--- config.mk ---
export PLATFORM = sky130hd
export DESIGN_NAME = priority_queue_sorted_insert
export DESIGN_NICKNAME = d
export VERILOG_FILES = /design/src/rtl/core/pqsi_pkg.sv /design/src/rtl/core/priority_queue_sorted_insert.sv /design/src/rtl/core/pqsi_ram.sv
export VERILOG_INCLUDE_DIRS = /design/src /design/src/rtl/core
export SDC_FILE = /design/constraint.sdc
export NUM_CORES = 1
export LEC_CHECK = 0
export ABC_AREA = 1
export BUFFER_PORTS_ARGS = -buffer_cell sky130_fd_sc_hd__buf_2
export CAP_MARGIN = 15
export CORE_AREA = 2 2 399 302
export CTS_CLUSTER_DIAMETER = 100
export CTS_CLUSTER_SIZE = 10
export DETAILED_ROUTE_END_ITERATION = 6
export DIE_AREA = 0 0 401 304
export SLEW_MARGIN = 15
export SYNTH_ARGS = -nofsm -noshare
export SYNTH_HDL_FRONTEND = slang
export SYNTH_SLANG_ARGS = --single-unit
--- constraint.sdc ---
create_clock -name clock -period 12.89 [get_ports clock]
set_input_delay 0 -clock clock [delete_from_list [all_inputs] [get_ports clock]]
set_output_delay 0 -clock clock [all_outputs]
set_load 0.03 [all_outputs]
--- src/rtl/core/priority_queue_sorted_insert_macros.svh ---
// ----------------------------------------------------------------------------
// Priority queue assertion macros
// Shared property forms for the sorted-insert priority queue checks.
// ----------------------------------------------------------------------------
`ifndef PRIORITY_QUEUE_SORTED_INSERT_MACROS_SVH
`define PRIORITY_QUEUE_SORTED_INSERT_MACROS_SVH

// The consequent must hold in the same cycle as the antecedent.
`define PQSI_ASSERT_SAME(label, clk, rst, ante, cons) \
   label: assert property (@(posedge clk) disable iff (rst) (ante) |-> (cons)) \
      else $error("pqsi: same-cycle check failed");

// The consequent must hold in the cycle after the antecedent.
`define PQSI_ASSERT_NEXT(label, clk, rst, ante, cons) \
   label: assert property (@(posedge clk) disable iff (rst) (ante) |=> (cons)) \
      else $error("pqsi: next-cycle check failed");

`endif

--- src/rtl/core/pqsi_pkg.sv ---
`timescale 1ns / 1ps
// ----------------------------------------------------------------------------
// Priority queue package
// Widths, command and status codes, and sequencer states of the queue.
// ----------------------------------------------------------------------------
package pqsi_pkg;

   localparam int CAPACITY_DEF       = 16;
   localparam int PRIORITY_BITS_DEF  = 8;
   localparam int VALUE_BITS         = 32;
   localparam int PRIORITY_PORT_BITS = 8;
   localparam int COUNT_BITS         = 5;
   localparam int CMD_BITS           = 2;
   localparam int STATUS_BITS        = 2;

   localparam logic [CMD_BITS-1:0] CMD_ENQUEUE = 2'd0;
   localparam logic [CMD_BITS-1:0] CMD_DEQUEUE = 2'd1;
   localparam logic [CMD_BITS-1:0] CMD_CLEAR   = 2'd2;

   localparam logic [STATUS_BITS-1:0] STAT_OK    = 2'd0;
   localparam logic [STATUS_BITS-1:0] STAT_EMPTY = 2'd1;
   localparam logic [STATUS_BITS-1:0] STAT_FULL  = 2'd2;

   typedef enum logic [2:0] {
      ST_IDLE,
      ST_ENQ_CMP,
      ST_ENQ_PLACE,
      ST_DEQ_HEAD,
      ST_FINISH
   } pqsi_state_type;

endpackage

--- src/rtl/core/priority_queue_sorted_insert.sv ---
`timescale 1ns / 1ps
// ----------------------------------------------------------------------------
// Sorted-insert priority queue
// Bounded max-priority queue held as a sorted ring in one RAM.
// ----------------------------------------------------------------------------
//   Channel   Direction   Handshake             Word
//   req       in          req_valid/req_stall   cmd, value, priority_req
//   rsp       out         rsp_valid/rsp_stall   deq_value, deq_valid, status,
//                                               count, is_empty, head_value
//
// Insertion walks the list from its tail one entry a cycle through the single
// RAM read port and one priority comparator.
// Reset clears the count and the sequencer; the store itself is not cleared.
// A finished word waits in the result register; the next request word is
// taken once that register has been loaded.
// ----------------------------------------------------------------------------
`include "priority_queue_sorted_insert_macros.svh"

module priority_queue_sorted_insert #(
   parameter int CAPACITY      = pqsi_pkg::CAPACITY_DEF,
   parameter int PRIORITY_BITS = pqsi_pkg::PRIORITY_BITS_DEF
) (
   input  logic                                       clock,
   input  logic                                       reset,
   input  logic                                       req_valid,
   output logic                                       req_stall,
   input  logic [pqsi_pkg::CMD_BITS-1:0]              req_cmd,
   input  logic signed [pqsi_pkg::VALUE_BITS-1:0]     req_value,
   input  logic [pqsi_pkg::PRIORITY_PORT_BITS-1:0]    req_priority_req,
   output logic                                       rsp_valid,
   input  logic                                       rsp_stall,
   output logic signed [pqsi_pkg::VALUE_BITS-1:0]     rsp_deq_value,
   output logic                                       rsp_deq_valid,
   output logic [pqsi_pkg::STATUS_BITS-1:0]           rsp_status,
   output logic [pqsi_pkg::COUNT_BITS-1:0]            rsp_count,
   output logic                                       rsp_is_empty,
   output logic signed [pqsi_pkg::VALUE_BITS-1:0]     rsp_head_value
);

   localparam int VW       = pqsi_pkg::VALUE_BITS;
   localparam int COUNT_W  = pqsi_pkg::COUNT_BITS;
   localparam int AW       = $clog2(CAPACITY);
   localparam int OCC_BITS = $clog2(CAPACITY + 1);
   localparam int SW       = $clog2(2 * CAPACITY);
   localparam int EW       = VW + PRIORITY_BITS;

   pqsi_pkg::pqsi_state_type state_ff, state_in;

   logic [OCC_BITS-1:0]              occ_ff, occ_in;
   logic [AW-1:0]                    base_ff, base_in;
   logic [OCC_BITS-1:0]              i_ff, i_in;
   logic signed [VW-1:0]             head_ff, head_in;
   logic signed [VW-1:0]             value_ff, value_in;
   logic [PRIORITY_BITS-1:0]         prio_ff, prio_in;
   logic [pqsi_pkg::STATUS_BITS-1:0] stat_ff, stat_in;
   logic signed [VW-1:0]             dqv_ff, dqv_in;
   logic                             dqok_ff, dqok_in;

   logic                             rsp_valid_ff, rsp_valid_in;
   logic signed [VW-1:0]             rsp_deq_value_ff, rsp_deq_value_in;
   logic                             rsp_deq_valid_ff, rsp_deq_valid_in;
   logic [pqsi_pkg::STATUS_BITS-1:0] rsp_status_ff, rsp_status_in;
   logic [COUNT_W-1:0]               rsp_count_ff, rsp_count_in;
   logic                             rsp_is_empty_ff, rsp_is_empty_in;
   logic signed [VW-1:0]             rsp_head_value_ff, rsp_head_value_in;

   logic                     wr_en;
   logic [AW-1:0]            wr_addr;
   logic [EW-1:0]            wr_data;
   logic [OCC_BITS-1:0]      rd_k;
   logic [AW-1:0]            rd_addr;
   logic [EW-1:0]            rd_data;
   logic [PRIORITY_BITS-1:0] rd_prio;

   // Physical RAM slot of list position k, counted from the ring base.
   function automatic logic [AW-1:0] slot(input logic [AW-1:0] b,
                                          input logic [OCC_BITS-1:0] k);
      logic [SW-1:0] s;
      s = SW'(b) + SW'(k);
      if (s >= SW'(CAPACITY)) begin
         s = s - SW'(CAPACITY);
      end
      return AW'(s);
   endfunction

   pqsi_ram #(
      .WIDTH (EW),
      .DEPTH (CAPACITY)
   ) u_store (
      .clock   (clock),
      .wr_en   (wr_en),
      .wr_addr (wr_addr),
      .wr_data (wr_data),
      .rd_addr (rd_addr),
      .rd_data (rd_data)
   );

   assign rd_prio = rd_data[EW-1:VW];
   assign rd_addr = slot(base_ff, rd_k);

   always_ff @(posedge clock) begin
      if (reset) begin
         state_ff     <= pqsi_pkg::ST_IDLE;
         occ_ff       <= '0;
         base_ff      <= '0;
         rsp_valid_ff <= 1'b0;
      end else begin
         state_ff     <= state_in;
         occ_ff       <= occ_in;
         base_ff      <= base_in;
         rsp_valid_ff <= rsp_valid_in;
      end
   end

   always_ff @(posedge clock) begin
      i_ff              <= i_in;
      head_ff           <= head_in;
      value_ff          <= value_in;
      prio_ff           <= prio_in;
      stat_ff           <= stat_in;
      dqv_ff            <= dqv_in;
      dqok_ff           <= dqok_in;
      rsp_deq_value_ff  <= rsp_deq_value_in;
      rsp_deq_valid_ff  <= rsp_deq_valid_in;
      rsp_status_ff     <= rsp_status_in;
      rsp_count_ff      <= rsp_count_in;
      rsp_is_empty_ff   <= rsp_is_empty_in;
      rsp_head_value_ff <= rsp_head_value_in;
   end

   always_comb begin
      state_in          = state_ff;
      occ_in            = occ_ff;
      base_in           = base_ff;
      i_in              = i_ff;
      head_in           = head_ff;
      value_in          = value_ff;
      prio_in           = prio_ff;
      stat_in           = stat_ff;
      dqv_in            = dqv_ff;
      dqok_in           = dqok_ff;
      rsp_valid_in      = rsp_valid_ff & rsp_stall;
      rsp_deq_value_in  = rsp_deq_value_ff;
      rsp_deq_valid_in  = rsp_deq_valid_ff;
      rsp_status_in     = rsp_status_ff;
      rsp_count_in      = rsp_count_ff;
      rsp_is_empty_in   = rsp_is_empty_ff;
      rsp_head_value_in = rsp_head_value_ff;
      wr_en             = 1'b0;
      wr_addr           = slot(base_ff, i_ff);
      wr_data           = {prio_ff, value_ff};
      rd_k              = i_ff - OCC_BITS'(2);

      case (state_ff)
         pqsi_pkg::ST_IDLE: begin
            // Start the first read at once: the tail entry for an enqueue,
            // the entry behind the head for a dequeue.
            if (req_cmd == pqsi_pkg::CMD_DEQUEUE) begin
               rd_k = OCC_BITS'(1);
            end else begin
               rd_k = occ_ff - OCC_BITS'(1);
            end
            if (req_valid) begin
               value_in = req_value;
               prio_in  = PRIORITY_BITS'(req_priority_req);
               stat_in  = pqsi_pkg::STAT_OK;
               dqv_in   = '0;
               dqok_in  = 1'b0;
               state_in = pqsi_pkg::ST_FINISH;
               case (req_cmd)
                  pqsi_pkg::CMD_ENQUEUE: begin
                     i_in = occ_ff;
                     if (occ_ff == OCC_BITS'(CAPACITY)) begin
                        stat_in = pqsi_pkg::STAT_FULL;
                     end else if (occ_ff == '0) begin
                        state_in = pqsi_pkg::ST_ENQ_PLACE;
                     end else begin
                        state_in = pqsi_pkg::ST_ENQ_CMP;
                     end
                  end
                  pqsi_pkg::CMD_DEQUEUE: begin
                     if (occ_ff == '0) begin
                        stat_in = pqsi_pkg::STAT_EMPTY;
                     end else begin
                        dqv_in  = head_ff;
                        dqok_in = 1'b1;
                        base_in = slot(base_ff, OCC_BITS'(1));
                        occ_in  = occ_ff - OCC_BITS'(1);
                        if (occ_ff != OCC_BITS'(1)) begin
                           state_in = pqsi_pkg::ST_DEQ_HEAD;
                        end
                     end
                  end
                  pqsi_pkg::CMD_CLEAR: begin
                     occ_in = '0;
                  end
                  default: begin
                  end
               endcase
            end
         end
         pqsi_pkg::ST_ENQ_CMP: begin
            wr_en = 1'b1;
            if (rd_prio < prio_ff) begin
               // Lower priority: move the entry one place back and go on.
               wr_data = rd_data;
               i_in    = i_ff - OCC_BITS'(1);
               if (i_ff == OCC_BITS'(1)) begin
                  state_in = pqsi_pkg::ST_ENQ_PLACE;
               end
            end else begin
               occ_in   = occ_ff + OCC_BITS'(1);
               state_in = pqsi_pkg::ST_FINISH;
            end
         end
         pqsi_pkg::ST_ENQ_PLACE: begin
            // The new entry lands at the front.
            wr_en    = 1'b1;
            head_in  = value_ff;
            occ_in   = occ_ff + OCC_BITS'(1);
            state_in = pqsi_pkg::ST_FINISH;
         end
         pqsi_pkg::ST_DEQ_HEAD: begin
            head_in  = rd_data[VW-1:0];
            state_in = pqsi_pkg::ST_FINISH;
         end
         pqsi_pkg::ST_FINISH: begin
            if (!rsp_valid_ff || !rsp_stall) begin
               rsp_valid_in      = 1'b1;
               rsp_deq_value_in  = dqv_ff;
               rsp_deq_valid_in  = dqok_ff;
               rsp_status_in     = stat_ff;
               rsp_count_in      = COUNT_W'(occ_ff);
               rsp_is_empty_in   = (occ_ff == '0);
               rsp_head_value_in = (occ_ff != '0) ? head_ff : '0;
               state_in          = pqsi_pkg::ST_IDLE;
            end
         end
         default: begin
            state_in = pqsi_pkg::ST_IDLE;
         end
      endcase
   end

   assign req_stall      = (state_ff != pqsi_pkg::ST_IDLE);
   assign rsp_valid      = rsp_valid_ff;
   assign rsp_deq_value  = rsp_deq_value_ff;
   assign rsp_deq_valid  = rsp_deq_valid_ff;
   assign rsp_status     = rsp_status_ff;
   assign rsp_count      = rsp_count_ff;
   assign rsp_is_empty   = rsp_is_empty_ff;
   assign rsp_head_value = rsp_head_value_ff;

   `PQSI_ASSERT_SAME(a_occ_bound, clock, reset, 1'b1, occ_ff <= OCC_BITS'(CAPACITY))
   `PQSI_ASSERT_SAME(a_walk_index, clock, reset, state_ff == pqsi_pkg::ST_ENQ_CMP, i_ff != '0)
   `PQSI_ASSERT_NEXT(a_accept_busy, clock, reset, req_valid && !req_stall, state_ff != pqsi_pkg::ST_IDLE)
   `PQSI_ASSERT_SAME(a_full_count, clock, reset, state_ff == pqsi_pkg::ST_FINISH && stat_ff == pqsi_pkg::STAT_FULL, occ_ff == OCC_BITS'(CAPACITY))
   `PQSI_ASSERT_SAME(a_deq_ok, clock, reset, rsp_valid_ff && rsp_deq_valid_ff, rsp_status_ff == pqsi_pkg::STAT_OK)

endmodule

--- src/rtl/core/pqsi_ram.sv ---
`timescale 1ns / 1ps
// ----------------------------------------------------------------------------
// Generic RAM
// One write port and one read port, with the read data registered.
// ----------------------------------------------------------------------------
module pqsi_ram #(
   parameter int WIDTH = pqsi_pkg::VALUE_BITS + pqsi_pkg::PRIORITY_BITS_DEF,
   parameter int DEPTH = pqsi_pkg::CAPACITY_DEF
) (
   input  logic                     clock,
   input  logic                     wr_en,
   input  logic [$clog2(DEPTH)-1:0] wr_addr,
   input  logic [WIDTH-1:0]         wr_data,
   input  logic [$clog2(DEPTH)-1:0] rd_addr,
   output logic [WIDTH-1:0]         rd_data
);

   logic [WIDTH-1:0] mem [DEPTH];
   logic [WIDTH-1:0] rd_data_ff;

   always_ff @(posedge clock) begin
      if (wr_en) begin
         mem[wr_addr] <= wr_data;
      end
      rd_data_ff <= mem[rd_addr];
   end

   assign rd_data = rd_data_ff;

endmodule

==> results of run 1 <==
-- stage by stage --
step	worst slack (ns)	std cells	area, sq um
after floorplan	7.843	2617	35130
after global placement	8.336	4232	37700
after detailed placement	8.270	4233	37730
after CTS	8.213	4445	41000
after global routing	7.780	4445	41010
final	8.170	4445	41010
-- logic make-up after synthesis --
group	Yosys count	synth area share [%]
flip-flops	878	73.54
buffers and inverters	446	5.225
AO/OA/AOI/OAI	625	9.965
adder cells (fa/ha/maj)	27	1.004
XOR/XNOR	15	0.4701
AND/OR/NAND/NOR	466	5.242
multiplexers	160	4.559
-- state kept, by name (all words and copies together), names as in the netlist, 3 cells and up --
name and count:
rsp_head_value 32, u_store.mem 640, i_ff 5, rsp_count 5, occ_ff 5, dqv_ff 32
rsp_deq_value 32, prio_ff 8, state_ff 3, head_ff 32, u_store.rd_data 40, base_ff 4
value_ff 32
-- path summary, 6_finish.rpt --
path	start	end	slack [ns]
max	state_ff[1]$_SDFFE_PP0P_	u_store.rd_data[16]$_DFF_P_	8.17
min	req_value[31]	value_ff[31]$_DFFE_PP_	0.06
max reg2reg	state_ff[1]$_SDFFE_PP0P_	u_store.rd_data[16]$_DFF_P_	8.17
min reg2reg	dqv_ff[25]$_SDFFCE_PP0P_	rsp_deq_value[25]$_DFFE_PP_	0.41
-- per-layer routing --
layer	wire, um	share of wire [%]	track usage, %	vias up
li1	-	-	-	9670
met1	39040	47	19.36	9869
met2	37960	46	20.85	554
met3	4679	5.6	1.929	85
met4	1170	1.4	3.159	0
met5	0	0	0	-
-- layout make-up --
type                    instances  area, sq um
fillers                     11430        77630
flip-flops and latches        878        25830
multi-input cells            1293         7664
clock buffers                 161         2731
well taps                    1568         1962
repair buffers                229         1564
inverters                     310         1166
clock inverters                 6        83.83
-- critical path, cell delays in order, from the launching register on --
cell and delay (ns):
dfxtp_1 0.42, inv_1 0.10, nand2_2 0.21, inv_1 0.14, o22ai_1 0.17, inv_1 0.09, ha_4 0.76, buf_4 0.86
buf_4 0.93, a21oi_1 0.14, o21ai_0 0.14, o21ai_0 0.15, nand2_1 0.11, nand2_1 0.06, nand2_1 0.07, o21ai_2 0.06
-- repair_timing --
action,CTS,global route
hold endpoints to repair,82,0
hold buffers,45,0
setup endpoints to repair,0,0
-- Yosys cell counts (2+ instances only) --
| cell | count | area, sq um |
|---|---|---|
| edfxtp_1 | 825 | 24770 |
| nand2_1 | 353 | 1325 |
| o21ai_0 | 309 | 1546 |
| inv_1 | 306 | 1149 |
| a21oi_1 | 177 | 885.9 |
| mux2i_1 | 160 | 1602 |
| o211ai_1 | 80 | 600.6 |
| nor2_1 | 77 | 289.0 |
| clkbuf_1 | 72 | 270.3 |
| dfxtp_1 | 53 | 1061 |
| o21ai_2 | 40 | 350.3 |
| ha_1 | 25 | 312.8 |
| buf_2 | 24 | 120.1 |
| nand3_1 | 20 | 100.1 |
| buf_4 | 17 | 127.6 |
| buf_1 | 14 | 52.55 |
| o21ai_1 | 10 | 50.05 |
| buf_6 | 9 | 101.4 |
| xor2_1 | 9 | 78.83 |
| inv_2 | 4 | 15.01 |
| nand2_2 | 3 | 18.77 |
| xnor2_1 | 3 | 26.28 |
| a22oi_1 | 2 | 15.01 |
| fa_1 | 2 | 40.04 |
| nand4_1 | 2 | 12.51 |
| nor2_2 | 2 | 12.51 |
| nor3_1 | 2 | 10.01 |
| o21a_1 | 2 | 15.01 |
| o22ai_1 | 2 | 12.51 |
| or2_2 | 2 | 12.51 |
| xor2_2 | 2 | 32.53 |
==> metrics.md, run 1 <==
| Metric | Value |
|---|---|
| GR Overflow Total | `0` |
| First-pass GRT wire length | `123.7 mm` |
| Core area | `118,600 sq um` |
| Worst-skew pair later-pin latency | `0.67 ns` |
| TNS Setup | `0 ns` |
| Post-synth EDFFs | `825` |
| Tcrit/Tclk final | `36.62%` |
| Starting Density | `29.61%` |
| Detail Route Antenna Nets | `0` |
| CP Launch Type | `register` |
| Worst rel slew slack | `23.99%` |
| Post-Synthesis Cell Area | `35,130 sq um` |
| Number of buffers created by CTS | `98` |
| Largest net degree at the start of global routing | `165` |
| Die Y | `304 um` |
| GP Congestion | `0.7487` |
| Clk buf depth | `3` |
| Synth Area per Inst | `13.42 sq um` |
| Status | `complete, no violations` |
| Final Util | `34.56%` |
| Most frequent cells in the layout | `825 x edfxtp_1, 352 x nand2_1, 307 x o21ai_0, 306 x inv_1, 175 x a21oi_1` |
| First-pass iteration count of the detailed router | `5` |
| Worst EP required | `13.39 ns` |
| Final Hold Slack | `0.05500 ns` |
| Max_cap viols | `0` |
| Via density | `4.539` |
| Syn. warnings | `0` |
| Sink Count | `878` |
| Port-buffer cells | `120` |
| Initial antenna violation count | `0` |
| Most common cell after layout, fill and taps aside | `edfxtp_1` |
| Die area | `121,900 sq um` |
| Ant. Diodes | `0` |
| Clk slew on worst S/H paths | `0.06 ns` |
| Setup crit end kind | `register` |
| Finish-stage setup viols | `0` |
| Worst Skew | `0.03200 ns` |
| Slew @ Worst Pin | `1.140 ns` |
| Async SR Flop Fraction | `0%` |
| Critical path class | `reg2reg` |
| Routed len/inst | `18.64 um` |
| Final WL | `82.85 mm` |
| #FFs+latches synth | `878` |
| Sequential fraction of the synthesis area | `73.54%` |
| Fraction of final layout cells sized beyond drive strength 1 | `13.00%` |
| Endpoints failing hold | `0` |
| Via count | `20,180` |
| Num rows | `110` |
| R2R depth | `15` |
| RSZ-0062 raised after global routing | `false` |
| Layout Nets | `2,883` |
| CP arrival | `5.22 ns` |
| DRC | `0` |
| Achievable Freq | `211.9 MHz` |
| Ys flop type | `edfxtp_1` |
| Die Wd | `401 um` |
| Minimum clock period | `4.720 ns` |
| First DRT Iteration DRCs | `1,780` |
| Slew Viols, Final | `0` |
| Worst min path class | `in2reg` |
| Detail Placement HPWL | `43.30 mm` |
| Vias in the first global route | `19,190` |
| Syn_nets | `2,690` |
| Count of cell types in the netlist | `40` |
| H-Tree Depth | `3` |
| Root buf cell | `clkbuf_16` |
| Area Growth Syn to Fin | `16.72%` |
| Hold path depth | `2` |
| Synth Instances | `2,617` |
| Ports | `121` |
| Setup Buffers After CTS | `0` |
| CP max FO | `90` |
| CTS tree | `yes` |
| Global-route usage over all layers | `13.28%` |
| Cts repair resizes | `0` |
Power of run 1 is left out: the tool's default activity adds up to more than one toggle a clock period on the data nets, which glitch-free logic cannot reach.
==> run 2, diff against run 1 <==
clock period = 4.7 ns   (was 12.89 ns; I/O delays follow)
==> run 2 against run 1 <==
Compared with the run above: worst setup slack worse by 7.1 ns; critical path depth up 1; clock skew down 0.0040 ns; register-to-register slack worse by 7.1 ns; critical path type unchanged; critical endpoint is now u_store.rd_data[20]$_DFF_P_; largest cell class unchanged.
==> metrics.md, run 2 (synthesis gave the netlist of run 1 again) <==
| Metric | Value |
|---|---|
| Most flops, register | `u_store.mem (unchanged)` |
| Max FFs per register | `640 (unchanged)` |
| Port-buffer cells | `120 (unchanged)` |
| Starting Density | `29.61% (unchanged)` |
| Layout Nets | `2,900 (was 2,883)` |
| Fin cells | `4,473 (was 4,445)` |
| Minimum clock period | `3.680 ns (was 4.720 ns)` |
| Die Wd | `401 um (unchanged)` |
| Root buf cell | `clkbuf_16 (unchanged)` |
| First-pass iteration count of the detailed router | `5 (unchanged)` |
| Clk buf depth | `3 (unchanged)` |
| Max_cap viols | `0 (unchanged)` |
| First DRT Iteration DRCs | `1,556 (was 1,780)` |
| Tcrit/Tclk final | `78.29% (was 36.62%)` |
| GR Overflow Total | `0 (unchanged)` |
| Worst rel slew slack | `25.42% (was 23.99%)` |
| Crit-path max cell delay | `0.83 ns (was 0.93 ns)` |
| Die area | `121,900 sq um (unchanged)` |
| CTS tree | `yes (unchanged)` |
| Clk slew on worst S/H paths | `0.06 ns (about the same)` |
| Area Growth Syn to Fin | `17.74% (was 16.72%)` |
| Detail Route Antenna Nets | `0 (unchanged)` |
| Slowest stage cell, crit path | `fa_4 (was buf_4)` |
| Setup crit end kind | `register (unchanged)` |
| Vias in the first global route | `19,510 (was 19,190)` |
| Final Util | `34.87% (was 34.56%)` |
| Slew Viols, Final | `0 (unchanged)` |
| Global-route usage over all layers | `13.15% (was 13.28%)` |
| RSZ-0062 raised after global routing | `false (unchanged)` |
| Endpoints failing hold | `0 (unchanged)` |
| GP Congestion | `0.7509 (was 0.7487)` |
| DP Cell Count | `4,248 (was 4,233)` |
| Worst EP required | `5.20 ns (was 13.39 ns)` |
| Finish-stage setup viols | `0 (unchanged)` |
| First-pass GRT wire length | `123.1 mm (was 123.7 mm)` |
| Most common cell after layout, fill and taps aside | `edfxtp_1 (unchanged)` |
| Die Y | `304 um (unchanged)` |
| Achievable Freq | `271.8 MHz (was 211.9 MHz)` |
| Num rows | `110 (unchanged)` |
| CP Launch Type | `register (unchanged)` |
| Slew @ Worst Pin | `1.119 ns (was 1.140 ns)` |
| Worst Skew | `0.02804 ns (was 0.03200 ns)` |
| DRC | `0 (unchanged)` |
| Largest net degree at the start of global routing | `161 (was 165)` |
| Routed len/inst | `18.42 um (was 18.64 um)` |
| Detail Placement HPWL | `41.56 mm (was 43.30 mm)` |
| Critical path class | `reg2reg (unchanged)` |
| Number of buffers created by CTS | `98 (unchanged)` |
| H-Tree Depth | `3 (unchanged)` |
| Via count | `20,330 (was 20,180)` |
| Sink Count | `878 (unchanged)` |
| Cells along the critical path | `nor2_2, nand2_2, inv_1, o22ai_1, inv_1, ha_4, inv_1, fa_4, buf_12, a21oi_1, o21ai_0, o21ai_0, nand2_1, nand2_1, nand2_1, o21ai_2 (was inv_1, nand2_2, inv_1, o22ai_1, inv_1, ha_4, buf_4, buf_4, a21oi_1, o21ai_0, o21ai_0, nand2_1, nand2_1, nand2_1, o21ai_2)` |
| CP arrival | `4.18 ns (was 5.22 ns)` |
| TNS Setup | `0 ns (unchanged)` |
| Via density | `4.544 (was 4.539)` |
| Core area | `118,600 sq um (unchanged)` |
| Status | `complete, no violations (unchanged)` |
| Initial antenna violation count | `1 (was 0)` |
| Worst min path class | `in2reg (unchanged)` |
| Most frequent cells in the layout | `825 x edfxtp_1, 352 x nand2_1, 309 x o21ai_0, 306 x inv_1, 175 x a21oi_1 (was 825 x edfxtp_1, 352 x nand2_1, 307 x o21ai_0, 306 x inv_1, 175 x a21oi_1)` |
| Ports | `121 (unchanged)` |
| Fraction of final layout cells sized beyond drive strength 1 | `13.46% (was 13.00%)` |
| CP max FO | `160 (was 90)` |
| Final WL | `82.38 mm (was 82.85 mm)` |
| Worst-skew pair later-pin latency | `0.66 ns (was 0.67 ns)` |
## run 2: cell types whose count changed in the layout (fill, tap and decap cells not counted), sizes merged
cell,change
buf,+16
clkbuf,+7
clkinv,+3
diode,+1
dlygate4sd3,+1
## run 2: worst max-delay path: cells and delay by family, from the launching register on
kind | cells | cell delay, ns
buf+inv | 4 | 1.03
fa+ha+maj | 2 | 0.96
simple gates | 5 | 0.55
compound gates | 5 | 0.51
flops | 1 | 0.36
## run 2: metrics by stage
| stage | instance area, sq um | hold slack [ns] | worst slack, ns |
|---|---|---|---|
| 6_report | 41360 | 0.04542 | 1.020 |
| 3_5_place_dp | 38040 | 0.1788 | 1.088 |
| 2_1_floorplan | 35130 | 0.06907 | 0.5145 |
| 5_1_grt | 41360 | 0.05444 | 0.8141 |
| 4_1_cts | 41350 | 0.009801 | 1.061 |
| 3_3_place_gp | 38040 | 0.1790 | 1.095 |
## run 2: layout make-up
| cell class | instances | area [sq um] |
|---|---|---|
| multi-input combinational | 1293 | 7664 |
| inverter | 310 | 1166 |
| sequential | 878 | 25830 |
| timing repair buffer | 246 | 1887 |
| antenna | 1 | 2.502 |
| clock inverter | 9 | 132.6 |
| clock buffer | 168 | 2715 |
| tap | 1568 | 1962 |
| fill | 11500 | 77280 |
## run 2: final timing paths
kind,start,endpoint,slack [ns],cells past startpoint
setup / recovery,state_ff[0]$_SDFFE_PP0P_,u_store.rd_data[20]$_DFF_P_,1.02,16
hold / removal,req_cmd[0],occ_ff[0]$_SDFFE_PP0P_,0.05,8
setup reg to reg,state_ff[0]$_SDFFE_PP0P_,u_store.rd_data[20]$_DFF_P_,1.02,16
hold reg to reg,dqv_ff[2]$_SDFFCE_PP0P_,rsp_deq_value[2]$_DFFE_PP_,0.41,0
## run 2: layer usage
| layer | vias up | wire [um] | track usage, % |
|---|---|---|---|
| li1 | 9703 | - | - |
| met5 | - | 0 | 0 |
| met4 | 0 | 1363 | 3.308 |
| met1 | 9897 | 37530 | 18.08 |
| met3 | 108 | 5088 | 2.018 |
| met2 | 617 | 38390 | 21.78 |
## run 2: timing repair
item | 4_1_cts | 5_1_grt
hold buffers | 46 | 0
gates resized for setup | 0 | 0
setup buffers | 0 | 0
hold endpoints to repair | 74 | 0
Power of run 2 is left out for the same reason.
==> run 3, diff against run 2 <==
clock period = 3.5 ns   (was 4.7 ns; I/O delays follow)
==> run 3 against run 2 <==
Compared with the run above: final cell count grew 0.11%; sequential share of layout area shrank 0.40 points; non-clock buffer count grew 19; clock-buffer cell count shrank 9; highest routed layer unchanged; critical endpoint unchanged; register-to-register slack lost 0.69 ns; design area grew 0.65%; die area is the same.
==> metrics.md, run 3 (synthesis gave the netlist of run 1 again) <==
| Metric | Value |
|---|---|
| Status | `complete, no violations (unchanged)` |
| Minimum clock period | `3.169 ns (was 3.680 ns)` |
| Area Growth Syn to Fin | `18.50% (was 17.74%)` |
| DRC | `0 (unchanged)` |
| Detail Route Antenna Nets | `0 (unchanged)` |
| Clk buf depth | `3 (unchanged)` |
| Finish-stage setup viols | `0 (unchanged)` |
| CP arrival | `3.69 ns (was 4.18 ns)` |
| Hold path depth | `2 (was 8)` |
| Max_cap viols | `0 (unchanged)` |
| Worst min path class | `in2reg (unchanged)` |
| First DRT Iteration DRCs | `1,616 (was 1,556)` |
| Crit-path max cell delay | `0.93 ns (was 0.83 ns)` |
| CP bufs+invs | `4 (unchanged)` |
| Reg area | `25,830 sq um (unchanged)` |
| FF-to-FF Start | `state_ff[0]$_SDFFE_PP0P_ (unchanged)` |
| Max FFs per register | `640 (unchanged)` |
| CTS Hold Buffers Added | `47 (was 46)` |
| DP Cell Count | `4,267 (was 4,248)` |
| H-Tree Depth | `3 (unchanged)` |
| Static Leak | `15.85 nW` |
| Achievable Freq | `315.5 MHz (was 271.8 MHz)` |
| CP max FO | `56 (was 160)` |
| Ant. Diodes | `0 (was 1)` |
| Crit path capture | `u_store.rd_data[20]$_DFF_P_ (unchanged)` |
| Via count | `20,270 (was 20,330)` |
| Most common cell after layout, fill and taps aside | `edfxtp_1 (unchanged)` |
| CP Launch Type | `register (unchanged)` |
| Die Y | `304 um (unchanged)` |
| Worst EP required | `4.02 ns (was 5.20 ns)` |
| Cts repair resizes | `0 (unchanged)` |
| Die Wd | `401 um (unchanged)` |
| Most flops, register | `u_store.mem (unchanged)` |
| Slowest stage cell, crit path | `fa_4 (unchanged)` |
| Pwr Total | `44.14 mW` |
| Clk slew on worst S/H paths | `0.06 ns (about the same)` |
| Ports | `121 (unchanged)` |
| Cell depth of the worst setup path | `14 (was 16)` |
| Global-route usage over all layers | `13.28% (was 13.15%)` |
| Top delay family on crit path | `adder cells (was buffers and inverters)` |
| Layout Nets | `2,918 (was 2,900)` |
| Fraction of final layout cells sized beyond drive strength 1 | `13.95% (was 13.46%)` |
| Flop2flop setup slack | `0.33 ns (was 1.02 ns)` |
| Number of buffers created by CTS | `97 (was 98)` |
| Setup crit start | `state_ff[0]$_SDFFE_PP0P_ (unchanged)` |
| R2R depth | `14 (was 16)` |
| Die area | `121,900 sq um (unchanged)` |
| Area occupied by multi-input gates | `7667 sq um (was 7664 sq um)` |
| Root buf cell | `clkbuf_16 (unchanged)` |
| Worst rel slew slack | `26.94% (was 25.42%)` |
| Core area | `118,600 sq um (unchanged)` |
| Slew Viols, Final | `0 (unchanged)` |
| Slew @ Worst Pin | `1.096 ns (was 1.119 ns)` |
| First-pass GRT wire length | `123.8 mm (was 123.1 mm)` |
| First-pass iteration count of the detailed router | `7 (was 5)` |
| Tcrit/Tclk final | `90.55% (was 78.29%)` |
| Sink Count | `878 (unchanged)` |
| Via density | `4.527 (was 4.544)` |
| Largest net degree at the start of global routing | `83 (was 161)` |
| CTS tree | `yes (unchanged)` |
| GP Congestion | `0.7782 (was 0.7509)` |
| R2R Path End | `u_store.rd_data[20]$_DFF_P_ (unchanged)` |
| Detail Placement HPWL | `44.27 mm (was 41.56 mm)` |
| Endpoints failing hold | `0 (unchanged)` |
| Worst Skew | `0.03490 ns (was 0.02804 ns)` |
| RSZ-0062 raised after global routing | `false (unchanged)` |
| Initial antenna violation count | `2 (was 1)` |
| TNS Setup | `0 ns (unchanged)` |
| Place WS | `0.3684 ns (was 1.088 ns)` |
| Pwr Density | `1060 nW/um^2` |
| Num rows | `110 (unchanged)` |
| Fill count | `11,440 (was 11,500)` |
| Maximum resistive drop on vdd | `1005 uV` |
| Final WL | `82.38 mm (about the same)` |
| Routed len/inst | `18.40 um (was 18.42 um)` |
| Worst-skew pair later-pin latency | `0.65 ns (was 0.66 ns)` |
| Setup Buffers After CTS | `0 (unchanged)` |
| Most frequent cells in the layout | `825 x edfxtp_1, 352 x nand2_1, 309 x o21ai_0, 306 x inv_1, 174 x a21oi_1 (was 825 x edfxtp_1, 352 x nand2_1, 309 x o21ai_0, 306 x inv_1, 175 x a21oi_1)` |
| Starting Density | `29.61% (unchanged)` |
| Final Util | `35.09% (was 34.87%)` |
| Crit path top cell by count | `inv_1` |
| Fin worst setup slack | `0.3306 ns (was 1.020 ns)` |
| GR Overflow Total | `0 (unchanged)` |
| Setup crit end kind | `register (unchanged)` |
| Critical path class | `reg2reg (unchanged)` |
| Cells along the critical path | `nor2_2, nand2_2, inv_1, o22ai_1, inv_1, ha_4, inv_1, fa_4, buf_12, a21oi_1, o21ai_0, o211ai_1, nand2_1, o21ai_2 (was nor2_2, nand2_2, inv_1, o22ai_1, inv_1, ha_4, inv_1, fa_4, buf_12, a21oi_1, o21ai_0, o21ai_0, nand2_1, nand2_1, nand2_1, o21ai_2)` |
| Vias in the first global route | `19,480 (was 19,510)` |
| Port-buffer cells | `120 (unchanged)` |
| Fin cells | `4,478 (was 4,473)` |
[run 3: cell count changes in the layout (fill, tap and decap cells not counted), sizes merged]
cell / previous run / this run
inv: 314 / 311
diode: 1 / 0
buf: 200 / 218
clkbuf: 168 / 159
dlygate4sd3: 46 / 47
clkinvlp: 1 / 0
[run 3: layout make-up]
type                       count  share of cell area, %
tap                         1568                  4.712
clock inverter                 5                 0.2104
multi-input combinational   1293                  18.42
timing repair buffer         265                  5.392
clock buffer                 159                  6.413
sequential                   878                  62.05
inverter                     310                  2.801
[run 3: stage by stage]
| stage | hold WS [ns] | area (sq um) |
|---|---|---|
| final | 0.06463 | 41630 |
| after global routing | 0.04535 | 41630 |
| after CTS | 0.02303 | 41620 |
| after detailed placement | 0.1782 | 38390 |
| after global placement | 0.1780 | 38390 |
| after floorplan | 0.06907 | 35140 |
[run 3: how the worst min path moves through the flow]
stage                              to                 from  slack [ns]
2_1_floorplan    rsp_valid$_SDFF_PP0_                reset        0.07
3_3_place_gp   value_ff[21]$_DFFE_PP_        req_value[21]        0.18
3_5_place_dp     prio_ff[0]$_DFFE_PP_  req_priority_req[0]        0.18
4_1_cts          prio_ff[1]$_DFFE_PP_  req_priority_req[1]        0.02
5_1_grt          prio_ff[7]$_DFFE_PP_  req_priority_req[7]        0.05
6_report       value_ff[30]$_DFFE_PP_        req_value[30]        0.06
[run 3: per-layer routing]
metal | up-vias | track usage [%] | part of all wire (%)
met3 | 113 | 1.792 | 5.0
met1 | 9949 | 19.03 | 47
met5 | - | 0 | 0
met2 | 477 | 21.33 | 46
met4 | 0 | 3.194 | 1.7
li1 | 9733 | - | -
[run 3: where the power goes]
group | leakage, nW | internal [mW] | total [mW] | switching (mW)
Combinational | 6.59 | 6.63 | 19.8 | 13.1
Sequential | 7.95 | 14.8 | 15.4 | 0.561
Clock | 1.31 | 5.17 | 9.03 | 3.86
Note: power is estimated with default switching activity, not from simulation.
